File: src/hw/rtl/bsc_pkg.sv
// Shared widths, register codes and oversampling tables of the compensation block.
`default_nettype none

package bsc_pkg;

  localparam int RAW_W       = 24;
  localparam int CFG_DATA_W  = 64;
  localparam int CFG_INDEX_W = 3;
  localparam int OSR_W       = 3;
  localparam int CAL_HIGH_W  = 16;
  localparam int OUT_W       = 32;

  localparam int OUT_FRAC_BITS_DEF = 8;
  localparam int WORK_FRAC         = 16;

  // Coefficient widths: c0/c1, c00/c10, and the 16-bit words.
  localparam int COEF_S_W = 12;
  localparam int COEF_M_W = 20;
  localparam int COEF_W_W = 16;

  // Scale factor k = odd * 2^shift, odd = 2^(index+1) - 1.
  localparam int SHIFT_COARSE = 19;
  localparam int SHIFT_FINE   = 13;
  localparam int ODD_W        = 8;
  localparam int RECIP_W      = 32;
  localparam int DIV_W        = 27;

  // Datapath widths, Q.16 throughout.
  localparam int PSC_W    = 24;
  localparam int INNER1_W = 40;
  localparam int INNER2_W = 45;
  localparam int TERM_W   = 50;
  localparam int PQ_W     = 51;
  localparam int TQ_W     = 38;
  localparam int LO1_W    = 20;
  localparam int LO2_W    = 22;

  localparam logic [CFG_INDEX_W-1:0] REG_CALIB_LOW  = CFG_INDEX_W'(0);
  localparam logic [CFG_INDEX_W-1:0] REG_CALIB_MID  = CFG_INDEX_W'(1);
  localparam logic [CFG_INDEX_W-1:0] REG_CALIB_HIGH = CFG_INDEX_W'(2);
  localparam logic [CFG_INDEX_W-1:0] REG_P_OSR      = CFG_INDEX_W'(3);
  localparam logic [CFG_INDEX_W-1:0] REG_T_OSR      = CFG_INDEX_W'(4);

  localparam logic [OSR_W-1:0] OSR_RESET = OSR_W'(1);

  // Odd part of the scale factor.
  function automatic logic [ODD_W-1:0] osr_odd(input logic [OSR_W-1:0] idx);
    logic [ODD_W-1:0] r;
    unique case (idx)
      3'd0: r = 8'd1;
      3'd1: r = 8'd3;
      3'd2: r = 8'd7;
      3'd3: r = 8'd15;
      3'd4: r = 8'd31;
      3'd5: r = 8'd63;
      3'd6: r = 8'd127;
      3'd7: r = 8'd255;
      default: r = 8'd1;
    endcase
    return r;
  endfunction

  // floor((2^32 - 1) / odd): the quotient estimate is at most one low.
  function automatic logic [RECIP_W-1:0] osr_recip(input logic [OSR_W-1:0] idx);
    logic [RECIP_W-1:0] r;
    unique case (idx)
      3'd0: r = 32'hFFFF_FFFF;
      3'd1: r = 32'h5555_5555;
      3'd2: r = 32'h2492_4924;
      3'd3: r = 32'h1111_1111;
      3'd4: r = 32'h0842_1084;
      3'd5: r = 32'h0410_4104;
      3'd6: r = 32'h0204_0810;
      3'd7: r = 32'h0101_0101;
      default: r = 32'hFFFF_FFFF;
    endcase
    return r;
  endfunction

endpackage

`default_nettype wire

File: src/hw/rtl/bsc_qmul.sv
// Three-stage Q.16 multiply-add: addend + round(a * b / 2^16), b split into a high and a low part.
`default_nettype none

module bsc_qmul #(
  parameter int A_W   = bsc_pkg::PSC_W,
  parameter int B_W   = bsc_pkg::INNER1_W,
  parameter int LO_W  = bsc_pkg::LO1_W,
  parameter int ADD_W = bsc_pkg::COEF_M_W + bsc_pkg::WORK_FRAC,
  parameter int OUT_W = bsc_pkg::INNER2_W
) (
  input  logic                     clk,
  input  logic                     en,
  input  logic signed [A_W-1:0]    a,
  input  logic signed [B_W-1:0]    b,
  input  logic signed [ADD_W-1:0]  addend,
  output logic signed [OUT_W-1:0]  result
);

  localparam int HI_W   = B_W - LO_W;
  localparam int PH_W   = A_W + HI_W;
  localparam int PL_W   = A_W + LO_W + 1;
  localparam int FULL_W = A_W + B_W + 1;
  localparam int SH_W   = FULL_W - bsc_pkg::WORK_FRAC;
  localparam int SUM_W  = ((ADD_W > SH_W) ? ADD_W : SH_W) + 1;
  localparam logic signed [FULL_W-1:0] HALF = FULL_W'(1) << (bsc_pkg::WORK_FRAC - 1);

  logic signed [PH_W-1:0]   part_hi;
  logic signed [PL_W-1:0]   part_lo;
  logic signed [ADD_W-1:0]  add1;
  logic signed [FULL_W-1:0] full;
  logic signed [SH_W-1:0]   shifted;
  logic signed [ADD_W-1:0]  add2;
  logic signed [SUM_W-1:0]  sum;

  always_comb begin
    full = (FULL_W'(part_hi) <<< LO_W) + FULL_W'(part_lo) + HALF;
    sum  = SUM_W'(add2) + SUM_W'(shifted);
  end

  always_ff @(posedge clk) begin
    if (en) begin
      part_hi <= a * $signed(b[B_W-1:LO_W]);
      part_lo <= a * $signed({1'b0, b[LO_W-1:0]});
      add1    <= addend;

      shifted <= SH_W'(full >>> bsc_pkg::WORK_FRAC);
      add2    <= add1;

      result  <= OUT_W'(sum);
    end
  end

endmodule

`default_nettype wire

File: config.mk
export PLATFORM = sky130hd
export DESIGN_NAME = bsc_qmul
export DESIGN_NICKNAME = d
export VERILOG_FILES = /design/src/hw/rtl/bsc_pkg.sv /design/src/hw/rtl/bsc_qmul.sv
export SDC_FILE = /design/constraint.sdc
export NUM_CORES = 2
export LEC_CHECK = 0
export BUFFER_PORTS_ARGS = -buffer_cell sky130_fd_sc_hd__buf_2
export CELL_PAD_IN_SITES_DETAIL_PLACEMENT = 1
export CELL_PAD_IN_SITES_GLOBAL_PLACEMENT = 1
export CORE_UTILIZATION = 47
export DETAILED_ROUTE_END_ITERATION = 10
export GPL_TIMING_DRIVEN = 0
export PLACE_DENSITY_LB_ADDON = 0.1
export SYNTH_ARGS = -nofsm -noshare
export SYNTH_HDL_FRONTEND = slang
export SYNTH_SLANG_ARGS = --single-unit
File: constraint.sdc
create_clock -name clk -period 8.1 [get_ports clk]
set_clock_uncertainty 0.2 [all_clocks]
set_input_delay 1.62 -clock clk [delete_from_list [all_inputs] [get_ports clk]]
set_output_delay 1.62 -clock clk [all_outputs]
set_load 0.1 [all_outputs]
Word-level counts from Yosys, hierarchy flattened --
Cells that the tools add are included.
Word-level totals: flip-flop bits (word level) 248, output and inout bits 45, word-level logic and storage cells 11
Operators by class: add/subtract/negate cells 3, multipliers 2
Operator list (count):
- 61-bit by 17-bit adder with 61-bit output (second input constant) | 1
- 61-bit by 45-bit adder with 61-bit output | 1
- 36-bit by 45-bit adder with 45-bit output | 1
- 24-bit by 21-bit multiplier with 45-bit output | 1
- 24-bit by 20-bit multiplier with 41-bit output | 1

Depth between registers and ports, before layout --
depth in word-level cells 2, depth in mapped cells 27, mapped depth without buffers 25

Least setup slack after synthesis --
No wires, ideal clock.
path type input-to-reg, from input port a[23], to register part_lo[43] (data pin), setup time 258 ps, data arrival time 7952 ps, setup slack -310 ps, stages on the path 21, cell sequence clkbuf_1 clkbuf_1 nand2_1 fa_1 fa_1 fa_1 inv_1 fa_1 fa_1 fa_1 fa_1 ha_1 clkbuf_1 a21o_1 a21oi_1 o21bai_1 a21o_1 a31oi_1 or3b_4 a31oi_1 xnor2_1
On the way: cells in the longest elaborated chain, start to end 1
Ends and longest elaborated chain:
- from (decl) | RTL line bsc_qmul.sv:13 | input logic signed [A_W-1:0] a,
- 24-bit by 21-bit multiplier with 45-bit output | RTL line bsc_qmul.sv:43 | part_lo <= a * $signed({1'b0, b[LO_W-1:0]});
- to (signal assigned) | RTL line bsc_qmul.sv:43
- to (decl) | RTL line bsc_qmul.sv:28 | logic signed [PL_W-1:0] part_lo;
No other way between the ends. A chain may end at the register's enable or synchronous reset.

Worst setup path after layout --
from input port a[15], to register part_lo[43] (data pin)
The elaborated chain is that of the path after synthesis.

==> summary.md <==
| Metric | Value |
|---|---|
| Run status | `finished with violations` |
| Failing checks | `setup timing` |
| Ports | `roughly 150` |
| Net Count, Synth | `5952` |
| Die area | `98000 um^2` |
| Total core area | `95400 um^2` |
| Yosys reg bits | `between 200 and 250` |
| PortBufs | `approximately 130` |
| Detailed-route via count | `roughly 33000` |
| Final worst slack | `-0.162 ns` |
| Ys Warns | `0` |
| Min-delay src | `add1[11]$_DFFE_PP_` |
| Vias in the first global route | `between 30000 and 40000` |
| DR iter-0 viols | `between 2000 and 2500` |
| Count of cell types in the netlist | `88` |
| Root Buffer | `clkbuf_16` |
| Type of the worst min-delay path | `reg -> reg` |
| DRT Pass-1 Iters | `5` |
| Layout area overhead | `13.5%` |
| Cell depth of the worst flop-to-flop path | `12` |
| Startpoint Class | `primary input` |
| Die H | `313 um` |
| Period utilization | `102%` |
| Final Hold Vio Count | `0` |
| Clk_lat worst skew | `0.54 ns` |
| Endpoint class of the critical path | `register` |
| Hold Crit Depth | `0` |
| Crit path cell chain | `buf_4 -> and2_1 -> fa_1 -> fa_1 -> inv_1 -> fa_1 -> inv_2 -> fa_2 -> fa_2 -> fa_1 -> inv_2 -> fa_1 -> inv_2 -> ha_4 -> nand3_4 -> a21oi_4 -> nand2b_4 -> or3_4 -> a311oi_4 -> or2_1 -> buf_6 -> or3b_4 -> a31oi_4 -> xnor2_4` |
| Final net count | `6182` |
| Slew HR | `44.1%` |
| Initial Utilization | `between 40% and 50%` |
| Setup TNS | `-0.941 ns` |
| CP Class | `in -> reg` |
| Average vias per placed instance | `around 5.4` |
| Largest net degree at the start of global routing | `between 100 and 150` |
| Req. time, crit path | `a little over 8 ns` |
| Avg Cell Area, Syn | `just under 10 um^2` |
| Fmax | `~120 MHz` |
| CP startpoint | `a[15]` |
| CP arrival | `between 8 and 9 ns` |
| TritonCTS buffer count | `24` |
| Overflow left after global routing | `0` |
| Clock transition at the registers of the reported paths | `0.07 ns` |
| Ys flop type | `edfxtp_1` |
| Gp weighted congestion | `0.950` |
| Max-cap viol count | `0` |
| Worst Max-Slew Pin Slew | `0.839 ns` |
| Synth Cell Area | `between 40000 and 50000 um^2` |
| Largest fanout on the critical path | `10` |
| Slowest CP cell | `fa_2` |
| Final wirelength | `about 150 mm` |
| Final setup vio count | `11` |
| H-tree depth | `1` |
| Number of synthesized flops with an enable pin | `233` |
| Row count | `113` |
| Async set-reset flop share out of synthesis | `0%` |
| Crit path time final | `8.26 ns` |
| CTS tree | `built` |
| Routed len/inst | `~25 um` |
| Pins Over Slew Limit | `0` |
| Hpwl dp | `~120 mm` |
| First-pass GRT wire length | `227 mm` |
| Register area share after synthesis | `around 15%` |
| Antenna viol nets, final | `0` |
| R2r startpoint | `shifted[0]$_DFFE_PP_` |
| Synthesized instance count | `around 4600` |
| Most frequent CP cell | `fa_1` |
| Initial antenna violation count | `26` |
| RSZ-0062 raised after global routing | `true` |
| DRC viols | `0` |
| GRT Total Usage | `a little under a third` |
| CTS Hold Buffers Added | `0` |
| Ratio of cells with drive above 1 in the final layout | `approximately 13%` |
| R2R setup slack | `about 4.2 ns` |
| CP max stage delay | `around 0.60 ns` |
| CTS Buffer Depth | `3` |
| Clock sink count | `about 230` |
| Die width | `around 310 um` |
[what timing repair did]
| item | 4_1_cts | 5_1_grt |
|---|---|---|
| setup buffers | 36 | 39 |
| cloned | 3 | 2 |
| setup endpoints to repair | 45 | 29 |
| pin swaps | 92 | 121 |
| resized for setup | 501 | 228 |
[layer usage]
layer / vias to the layer above / wire length [um] / GRT usage, %
met5: - / 80 / 0
met3: 355 / 9280 / 4.33
met4: 12 / 8090 / 13.4
met1: 17195 / 60600 / 39.5
li1: 14363 / - / -
met2: 1118 / 72800 / 53.4
[worst max-delay path: cells and delay by family]
| family | cells | cell delay (ns) |
|---|---|---|
| AOI/OAI and AO/OA | 3 | 0.70 |
| xor gates and xnor gates | 1 | 0.20 |
| adders and majority gates | 8 | 4.01 |
| buffers and inverters | 6 | 0.59 |
| and+or+nand+nor | 6 | 1.16 |
[synth_stat cells (3+ instances only)]
cell type,number,area [um^2]
or3_1,9,56.3
xor2_1,39,342
o31ai_1,5,37.5
inv_1,1009,3790
nand3b_1,3,22.5
nand2b_1,27,169
and3_1,16,100
nand4_1,22,138
a221oi_1,6,52.6
nor2b_1,10,62.6
nand3_1,33,165
clkbuf_1,184,691
a31oi_1,16,100
nor2_1,100,375
o21ai_0,66,330
fa_1,957,19200
o21ai_1,5,25.0
xnor2_1,126,1100
or2_2,8,50.1
o211ai_1,13,97.6
or4_1,3,22.5
ha_1,312,3900
a21oi_1,129,646
o21a_1,20,150
edfxtp_1,233,7000
nand2_1,471,1770
a2111oi_0,4,35.0
a211oi_1,11,82.6
o21bai_1,24,180
o22ai_1,3,18.8
a21oi_2,4,35.0
and2_1,539,3370
nor3_1,29,145
a21o_1,77,578
nor4_1,3,18.8
and4_1,4,35.0
[registers in the layout (all words and copies together), names as in the netlist]
register and count:
part_hi 41, add2 36, part_lo 30, shifted 45, result 45, add1 36
[final cells by class]
type	instances	area (um^2)
clock inverters	14	110
inverters	1010	3800
clock buffers	30	644
well taps	1265	1580
plain buffers	184	1890
flip-flops and latches	233	7000
repair buffers	208	1550
fillers	10579	43800
multi-input cells	3150	35000
diodes	9	22.5
[cells by family after synthesis]
family	Yosys count	share of synthesized area, %
AND/OR/NAND/NOR	1291	14.6
adder cells (fa/ha/maj)	1269	50.7
buffers and inverters	1198	9.92
AO/OA/AOI/OAI	424	6.23
flip-flops	233	15.4
XOR/XNOR	165	3.18
multiplexers	1	0.0220
[stage by stage]
stage | util, % | worst slack (ns) | hold slack, ns | std cells | cell area [um^2]
4_1_cts | 53.1 | -0.0685 | 0.218 | 6054 | 50700
3_5_place_dp | 50.1 | -2.11 | 0.205 | 5974 | 47800
6_report | 54.1 | -0.162 | 0.216 | 6103 | 51600
3_3_place_gp | 50.0 | -1.95 | 0.201 | 5973 | 47700
5_1_grt | 54.1 | -0.226 | 0.222 | 6096 | 51600
2_1_floorplan | - | -0.0186 | 0.200 | 4581 | 45500
[final timing paths]
path	endpoint
max	part_lo[43]$_DFFE_PP_
min	add2[11]$_DFFE_PP_
max reg2reg	result[38]$_DFFE_PP_
min reg2reg	add2[11]$_DFFE_PP_
[layout by cell type, fill, tap and decap left out, types with 10 or more instances in the layout]
master,count
nor3_1,28
o21bai_1,23
buf_2,110
and3_1,16
edfxtp_1,233
a21oi_1,119
clkbuf_16,46
o21a_1,20
and2_1,523
nand4_1,22
o21ai_0,55
nor2_1,98
fa_2,42
inv_2,20
buf_6,21
clkbuf_2,29
o21ai_1,10
clkbuf_4,43
buf_4,91
inv_1,987
and2_4,17
clkbuf_8,32
a31oi_1,13
ha_1,288
fa_1,915
nand3_1,29
buf_8,13
a211oi_1,10
nand2_1,462
clkbuf_1,24
o211ai_1,13
nand2b_1,25
buf_12,12
xnor2_1,115
xor2_1,37
a21o_1,77
ha_4,16
Power is not shown: default switching activity piles up to over one toggle a cycle in this logic, so the estimate is an artifact.
