File: src/hw/rtl/bsc_pkg.sv
// Shared widths, register codes and oversampling tables of the compensation block.
`default_nettype none

package bsc_pkg;

  localparam int RAW_W       = 24;
  localparam int CFG_DATA_W  = 64;
  localparam int CFG_INDEX_W = 3;
  localparam int OSR_W       = 3;
  localparam int CAL_HIGH_W  = 16;
  localparam int OUT_W       = 32;

  localparam int OUT_FRAC_BITS_DEF = 8;
  localparam int WORK_FRAC         = 16;

  // Coefficient widths: c0/c1, c00/c10, and the 16-bit words.
  localparam int COEF_S_W = 12;
  localparam int COEF_M_W = 20;
  localparam int COEF_W_W = 16;

  // Scale factor k = odd * 2^shift, odd = 2^(index+1) - 1.
  localparam int SHIFT_COARSE = 19;
  localparam int SHIFT_FINE   = 13;
  localparam int ODD_W        = 8;
  localparam int RECIP_W      = 32;
  localparam int DIV_W        = 27;

  // Datapath widths, Q.16 throughout.
  localparam int PSC_W    = 24;
  localparam int INNER1_W = 40;
  localparam int INNER2_W = 45;
  localparam int TERM_W   = 50;
  localparam int PQ_W     = 51;
  localparam int TQ_W     = 38;
  localparam int LO1_W    = 20;
  localparam int LO2_W    = 22;

  localparam logic [CFG_INDEX_W-1:0] REG_CALIB_LOW  = CFG_INDEX_W'(0);
  localparam logic [CFG_INDEX_W-1:0] REG_CALIB_MID  = CFG_INDEX_W'(1);
  localparam logic [CFG_INDEX_W-1:0] REG_CALIB_HIGH = CFG_INDEX_W'(2);
  localparam logic [CFG_INDEX_W-1:0] REG_P_OSR      = CFG_INDEX_W'(3);
  localparam logic [CFG_INDEX_W-1:0] REG_T_OSR      = CFG_INDEX_W'(4);

  localparam logic [OSR_W-1:0] OSR_RESET = OSR_W'(1);

  // Odd part of the scale factor.
  function automatic logic [ODD_W-1:0] osr_odd(input logic [OSR_W-1:0] idx);
    logic [ODD_W-1:0] r;
    unique case (idx)
      3'd0: r = 8'd1;
      3'd1: r = 8'd3;
      3'd2: r = 8'd7;
      3'd3: r = 8'd15;
      3'd4: r = 8'd31;
      3'd5: r = 8'd63;
      3'd6: r = 8'd127;
      3'd7: r = 8'd255;
      default: r = 8'd1;
    endcase
    return r;
  endfunction

  // floor((2^32 - 1) / odd): the quotient estimate is at most one low.
  function automatic logic [RECIP_W-1:0] osr_recip(input logic [OSR_W-1:0] idx);
    logic [RECIP_W-1:0] r;
    unique case (idx)
      3'd0: r = 32'hFFFF_FFFF;
      3'd1: r = 32'h5555_5555;
      3'd2: r = 32'h2492_4924;
      3'd3: r = 32'h1111_1111;
      3'd4: r = 32'h0842_1084;
      3'd5: r = 32'h0410_4104;
      3'd6: r = 32'h0204_0810;
      3'd7: r = 32'h0101_0101;
      default: r = 32'hFFFF_FFFF;
    endcase
    return r;
  endfunction

endpackage

`default_nettype wire

File: src/hw/rtl/bsc_scale.sv
// Four-stage scaler: round(raw * 2^16 / k) for the selected oversampling factor.
`default_nettype none

module bsc_scale (
  input  logic                              clk,
  input  logic                              en,
  input  logic [bsc_pkg::RAW_W-1:0]         raw,
  input  logic [bsc_pkg::OSR_W-1:0]         osr_index,
  output logic signed [bsc_pkg::PSC_W-1:0]  scaled
);

  localparam int N_W    = bsc_pkg::RAW_W + bsc_pkg::WORK_FRAC + 1;
  localparam int D_W    = N_W - bsc_pkg::SHIFT_FINE;
  localparam int DIV_W  = bsc_pkg::DIV_W;
  localparam int PROD_W = DIV_W + bsc_pkg::RECIP_W;
  localparam int ODD_W  = bsc_pkg::ODD_W;

  // stage 1: add k/2, take the power-of-two part as a floor shift, fold the sign
  logic [ODD_W-1:0]       odd_in;
  logic signed [N_W-1:0]  half_k;
  logic signed [N_W-1:0]  num;
  logic signed [D_W-1:0]  quo_pow2;
  logic [D_W-1:0]         flipped;
  logic [DIV_W-1:0]       dividend;

  logic [DIV_W-1:0]             s1_dividend;
  logic                         s1_neg;
  logic [bsc_pkg::OSR_W-1:0]    s1_index;

  always_comb begin
    odd_in   = bsc_pkg::osr_odd(osr_index);
    half_k   = osr_index[2] ? (N_W'(odd_in) << (bsc_pkg::SHIFT_FINE - 1))
                            : (N_W'(odd_in) << (bsc_pkg::SHIFT_COARSE - 1));
    num      = $signed({raw[bsc_pkg::RAW_W-1], raw, {bsc_pkg::WORK_FRAC{1'b0}}}) + half_k;
    quo_pow2 = osr_index[2] ? D_W'(num >>> bsc_pkg::SHIFT_FINE)
                            : D_W'(num >>> bsc_pkg::SHIFT_COARSE);
    // floor(x/m) = -floor((-x + m - 1)/m) for negative x; ~x + m = -x + m - 1
    flipped  = D_W'(~quo_pow2) + D_W'(odd_in);
    dividend = quo_pow2[D_W-1] ? DIV_W'(flipped) : DIV_W'(quo_pow2);
  end

  // stage 2: reciprocal multiply
  logic [PROD_W-1:0]          prod;
  logic [DIV_W-1:0]           s2_quo;
  logic [DIV_W-1:0]           s2_dividend;
  logic                       s2_neg;
  logic [bsc_pkg::OSR_W-1:0]  s2_index;

  assign prod = s1_dividend * bsc_pkg::osr_recip(s1_index);

  // stage 3: remainder check
  logic [ODD_W-1:0]        odd3;
  logic [DIV_W+ODD_W-1:0]  back;
  logic [DIV_W:0]          rem;
  logic [DIV_W-1:0]        s3_quo;
  logic                    s3_bump;
  logic                    s3_neg;

  always_comb begin
    odd3 = bsc_pkg::osr_odd(s2_index);
    back = s2_quo * odd3;
    rem  = (DIV_W+1)'(s2_dividend) - (DIV_W+1)'(back);
  end

  // stage 4: correct and restore sign
  logic [DIV_W-1:0]          mag;
  logic [bsc_pkg::PSC_W-1:0] mag_lo;

  always_comb begin
    mag    = s3_quo + DIV_W'(s3_bump);
    mag_lo = mag[bsc_pkg::PSC_W-1:0];
  end

  always_ff @(posedge clk) begin
    if (en) begin
      s1_dividend <= dividend;
      s1_neg      <= quo_pow2[D_W-1];
      s1_index    <= osr_index;

      s2_quo      <= prod[PROD_W-1 -: DIV_W];
      s2_dividend <= s1_dividend;
      s2_neg      <= s1_neg;
      s2_index    <= s1_index;

      s3_quo      <= s2_quo;
      s3_bump     <= rem >= (DIV_W+1)'(odd3);
      s3_neg      <= s2_neg;

      scaled      <= s3_neg ? -$signed(mag_lo) : $signed(mag_lo);
    end
  end

endmodule

`default_nettype wire

File: config.mk
export PLATFORM = sky130hd
export DESIGN_NAME = bsc_scale
export DESIGN_NICKNAME = d
export VERILOG_FILES = /design/src/hw/rtl/bsc_pkg.sv /design/src/hw/rtl/bsc_scale.sv
export SDC_FILE = /design/constraint.sdc
export NUM_CORES = 2
export LEC_CHECK = 0
export BUFFER_PORTS_ARGS = -buffer_cell sky130_fd_sc_hd__buf_4
export CAP_MARGIN = 20
export CORE_UTILIZATION = 55
export DETAILED_ROUTE_END_ITERATION = 10
export HOLD_SLACK_MARGIN = 0.06
export PLACE_DENSITY = 0.73
export SYNTH_ARGS = -nofsm -noshare
export SYNTH_HDL_FRONTEND = slang
export SYNTH_SLANG_ARGS = --single-unit
File: constraint.sdc
create_clock -name clk -period 7.1 [get_ports clk]
set_input_delay 1.065 -clock clk [delete_from_list [all_inputs] [get_ports clk]]
set_output_delay 1.065 -clock clk [all_outputs]
set_load 0.02 [all_outputs]
=== Word level (Yosys, flattened, before mapping) ===
Memory sizes are Yosys's and may differ from the RTL's. A register that Yosys moved wholly into a read port is not among the register bits.
Cells that the tools add are included.

* Bits in registers: 139
* Bits in read-only memories: 368
* Bits of input ports: 29
* Output and inout bits: 24
* Logic and storage cells: 29
* Memories kept: 3

* $add $sub $neg: 5
* Multiply operators: 2
* Magnitude comparators: 1
* Multiplexer cells: 6
* Bitwise operators: 1

{| class="wikitable"
|+ Memories
! name !! depth !! width !! rd ports !! clocked after Yosys merged registers in !! write ports !! line !! source
|-
| (no name shown) || 8 || 32 || 1 || 1 || 0 || bsc_pkg.sv:66 || <nowiki>unique case (idx)</nowiki>
|-
| (no name shown) || 8 || 7 || 1 || 1 || 0 || bsc_pkg.sv:49 || <nowiki>unique case (idx)</nowiki>
|-
| (no name shown) || 8 || 7 || 1 || 0 || 0 || bsc_pkg.sv:49 ||
|}

{| class="wikitable"
|+ Operator list
! kind !! number
|-
| 27-bit by 32-bit multiplier with 59-bit output || 1
|-
| 27-bit two-way mux || 2
|-
| 40-bit by 27-bit adder with 41-bit output || 1
|-
| 28-bit by 8-bit greater-or-equal comparator with 1-bit output || 1
|-
| 27-bit by 8-bit multiplier with 28-bit output || 1
|-
| 27-bit by 28-bit subtractor with 28-bit output || 1
|-
| 27-bit by 8-bit adder with 27-bit output || 1
|-
| 27-bit inverter || 1
|-
| 26-bit two-way mux || 1
|-
| 24-bit by 1-bit adder with 24-bit output || 1
|-
| 24-bit two-way mux || 1
|-
| 24-bit negator || 1
|-
| 3-bit two-way mux || 2
|}

=== Longest topological paths before layout ===
An unclocked memory read counts as a cell.

* Word-level depth: 7
* Gate-level depth with buffers: 29
* Mapped depth without buffers: 27

=== Worst setup path after synthesis ===
No wires, ideal clock.

* Kind: register -> register
* Start point: register with a tool-made name
* End point: register s2_quo[25] (data pin)
* Library setup time: 271 ps
* Arrival time: 6765 ps
* Required time: 6829 ps
* Slack: 64 ps
* Cell stages (with the launch flop): 27
* Buffers on the path: 2
* Clock period less this slack: 7036 ps
* Path through: dfxtp_1 > clkbuf_1 > clkbuf_1 > nand2_1 > fa_1 > inv_1 > fa_1 > inv_1 > fa_1 > fa_1 > inv_1 > fa_1 > fa_1 > inv_1 > fa_1 > inv_1 > ha_1 > a21oi_1 > o21ai_0 > o21bai_1 > a21oi_1 > o32a_1 > nand2_1 > o21ai_0 > nor2_1 > a2111oi_0 > xnor2_1

{| class="wikitable"
|+ RTL lines
! what !! line !! source
|-
| end signal: assignment || bsc_scale.sv:80 || <nowiki>s2_quo <= prod[PROD_W-1 -: DIV_W];</nowiki>
|-
| end: declaration || bsc_scale.sv:44 || <nowiki>logic [DIV_W-1:0] s2_quo;</nowiki>
|}

=== Final worst setup path ===
* Start point: register s1_dividend[8]
* End point: register s2_quo[23] (data pin)

* Word-level cells in the longest chain between the ends: 1

{| class="wikitable"
|+ Ends and longest elaborated chain
! what !! line !! source
|-
| start: declaration || bsc_scale.sv:26 || <nowiki>logic [DIV_W-1:0] s1_dividend;</nowiki>
|-
| start signal: assignment || bsc_scale.sv:76 || <nowiki>s1_dividend <= dividend;</nowiki>
|-
| 27-bit by 32-bit multiplier with 59-bit output || bsc_scale.sv:49 || <nowiki>assign prod = s1_dividend * bsc_pkg::osr_recip(s1_index);</nowiki>
|-
| named net prod[55] || bsc_scale.sv:43 || <nowiki>logic [PROD_W-1:0] prod;</nowiki>
|}

The timed path passes the listed nets, and every way through them passes these cells.
A chain may end at the register's enable or synchronous reset.

==> impl_metrics.py <==
metrics = {
    "run_status": {
        "status": "finished, violations left",
        "violations": "negative setup slack",
    },
    "logic_synthesis": {
        "ys_seq_elements": 163,
        "syn_area_mm2": 0.0391,
        "async_reset_ff_frac": 0,
        "syn_inst": 4100,
        "synth-edff-count": 139,
        "synth_area_leader_cell": "fa_1",
        "syn_avg_cell_area_um2": 9.53,
        "synth.area.top_cells": "fa_1 46%, edfxtp_1 11%, inv_1 11%, ha_1 8.6%, nand2_1 4.8%",
        "synth.distinct_cells": 83,
        "synthFlopType": "edfxtp_1",
        "ys_warn_count": 0,
        "synth_top_area_share": 0.460,
        "seq_area_frac_synth": 0.119,
    },
    "critical_path": {
        "crit_path_max_fanout": 7,
        "end_kind": "flip-flop",
        "start_kind": "flip-flop",
        "critPathMaxStageDelay_ns": 0.57,
        "reg2reg_depth": 29,
        "crit_family": "adder cells",
        "cp.required_ns": 7.32,
        "cp_common_cell": "fa_1",
        "arrival_ns": 7.45,
        "crit_type": "flip-flop to flip-flop",
        "cp_num_cells": 29,
        "slowest_stage": "fa_1",
        "cp_num_buf_inv": 9,
    },
    "placed_design": {
        "gp_congestion": 1.03,
        "placed_area_mm2": 0.0437,
        "dpl.hpwl_um": 104000,
        "port_buffers": 52,
        "place_inst": 5374,
    },
    "sta": {
        "setup_viol": 13,
        "setup_tns_ns": -1.01,
        "rsz0062_at_grt": "yes",
        "hold_violations": 0,
        "fin_crit_ns": 7.23,
        "skew_ns": 0.0154,
        "maxSlewViolCount": 0,
        "timing.fmax_ghz": 0.138,
        "worst_slew_pin_slew_ns": 0.841,
        "min_period_over_period": 1.02,
        "setup_slack_ns": -0.132,
        "slew_headroom": 0.435,
    },
    "global_routing": {
        "grt_pass1_wl_um": 185000,
        "grt.overflow.total": 0,
        "track_usage": 0.350,
        "met3_usage": 0.0587,
        "grt_pass1_vias": 31400,
        "top_usage_layer": "met2",
        "use_met2": 0.563,
        "grt_max_degree": 58,
        "use_met1": 0.462,
        "antenna_found_initial": 2,
    },
    "die": {
        "fp-row-count": 97,
        "die_h_um": 269,
        "die_area_mm2": 0.0721,
        "core_mm2": 0.0701,
        "die_w_um": 269,
        "initial_core_util": 0.557,
        "ios": 53,
    },
    "layout": {
        "layout_common_cells": "1079 x inv_1, 867 x fa_1, 477 x nand2_1",
        "drive_above_1_share": 0.163,
        "stdcell_area_mm2": 0.0454,
        "final_common_cell": "inv_1",
        "fin_util": 0.647,
        "fin_cells": 5453,
        "diodes": 0,
        "syn2layout_area_growth_pct": 16.3,
        "layout.nets": 5695,
    },
    "cts": {
        "cts.sinks": 163,
        "clk-insertion-delay-late_ns": 0.48,
        "clock-root-buffer": "clkbuf_16",
        "clk_pin_slew_ns": 0.08,
        "cts_tree": "yes",
        "cts_made_buffers": 17,
        "h-tree-depth": 4,
        "ctsHoldBuffers": 0,
        "clk_path_buf_depth": 2,
    },
    "drt": {
        "drt_iter0_markers": 2474,
        "drc_errors": 0,
        "ant_nets": 0,
        "drtPass1Iterations": 6,
        "wl_per_cell_um": 22.1,
        "num_vias": 29700,
        "wl_um": 121000,
        "post_drt_via_cell_ratio": 5.44,
    },
    "job": {
        "drv_cap": 0,
    },
    "min_path": {
        "hold_class": "flip-flop to flip-flop",
        "hold-path-cell-count": 0,
    },
}
[area by class of cell]
type,count,area (um^2)
Fill cell,5738,24700
Multi-Input combinational cell,2690,30400
Inverter,1115,4210
Timing Repair Buffer,513,4420
Sequential cell,163,4670
Tap cell,940,1180
Clock inverter,15,159
Clock buffer,17,425
[synth_stat cells, drive strengths merged (16+ instances only)]
| library cell | instances |
|---|---|
| dfxtp | 24 |
| nor3 | 38 |
| xor2 | 51 |
| nand2b | 21 |
| nor2 | 179 |
| edfxtp | 139 |
| clkbuf | 124 |
| o21ai | 70 |
| inv | 1113 |
| nand4 | 21 |
| nand2 | 497 |
| nor2b | 19 |
| and2 | 163 |
| a21oi | 93 |
| a31oi | 16 |
| a21o | 32 |
| xnor2 | 101 |
| ha | 268 |
| fa | 898 |
| nand3 | 34 |
[metal layers]
metal | wire length (um) | share of wire
met1 | 47300 | 0.39
met2 | 56400 | 0.47
met3 | 9700 | 0.080
met4 | 7360 | 0.061
met5 | 25 | 0.00021
[kinds of logic (layout without fill, tap and decap cells)]
group | count (synthesis) | after routing | share of synthesized area
xor gates and xnor gates | 152 | 152 | 0.0343
and+or+nand+nor | 1026 | 1026 | 0.121
DFF | 163 | 163 | 0.119
other | 1 | 3 | 0.0000960
muxes | 22 | 22 | 0.00592
adders and majority gates | 1167 | 1167 | 0.546
AOI/OAI and AO/OA | 320 | 320 | 0.0529
buffers and inverters | 1249 | 1660 | 0.120
[through the flow]
stage	setup WS [ns]	hold WS, ns
2_1_floorplan	0.0643	0.400
3_5_place_dp	-0.540	0.454
3_3_place_gp	-0.445	0.451
5_1_grt	-0.352	0.479
4_1_cts	-0.116	0.461
6_report	-0.132	0.474
[what timing repair did]
item	in CTS	in global routing
resized for setup	85	140
cloned	1	1
setup buffers	20	30
pin swaps	66	124
setup endpoints to repair	23	25
[path summary, 6_finish.rpt]
kind / endpoint / slack (ns) / from
worst max-delay path: s2_quo[23]$_DFFE_PP_ / -0.13 / s1_dividend[8]$_DFFE_PP_
worst min-delay path: s2_neg$_DFFE_PP_ / 0.47 / s1_neg$_DFFE_PP_
worst max register to register: s2_quo[23]$_DFFE_PP_ / -0.13 / s1_dividend[8]$_DFFE_PP_
worst min register to register: s2_neg$_DFFE_PP_ / 0.47 / s1_neg$_DFFE_PP_
Power is left out: the tool's default activity adds up to more than one toggle a clock period on the data nets, which glitch-free logic cannot reach.
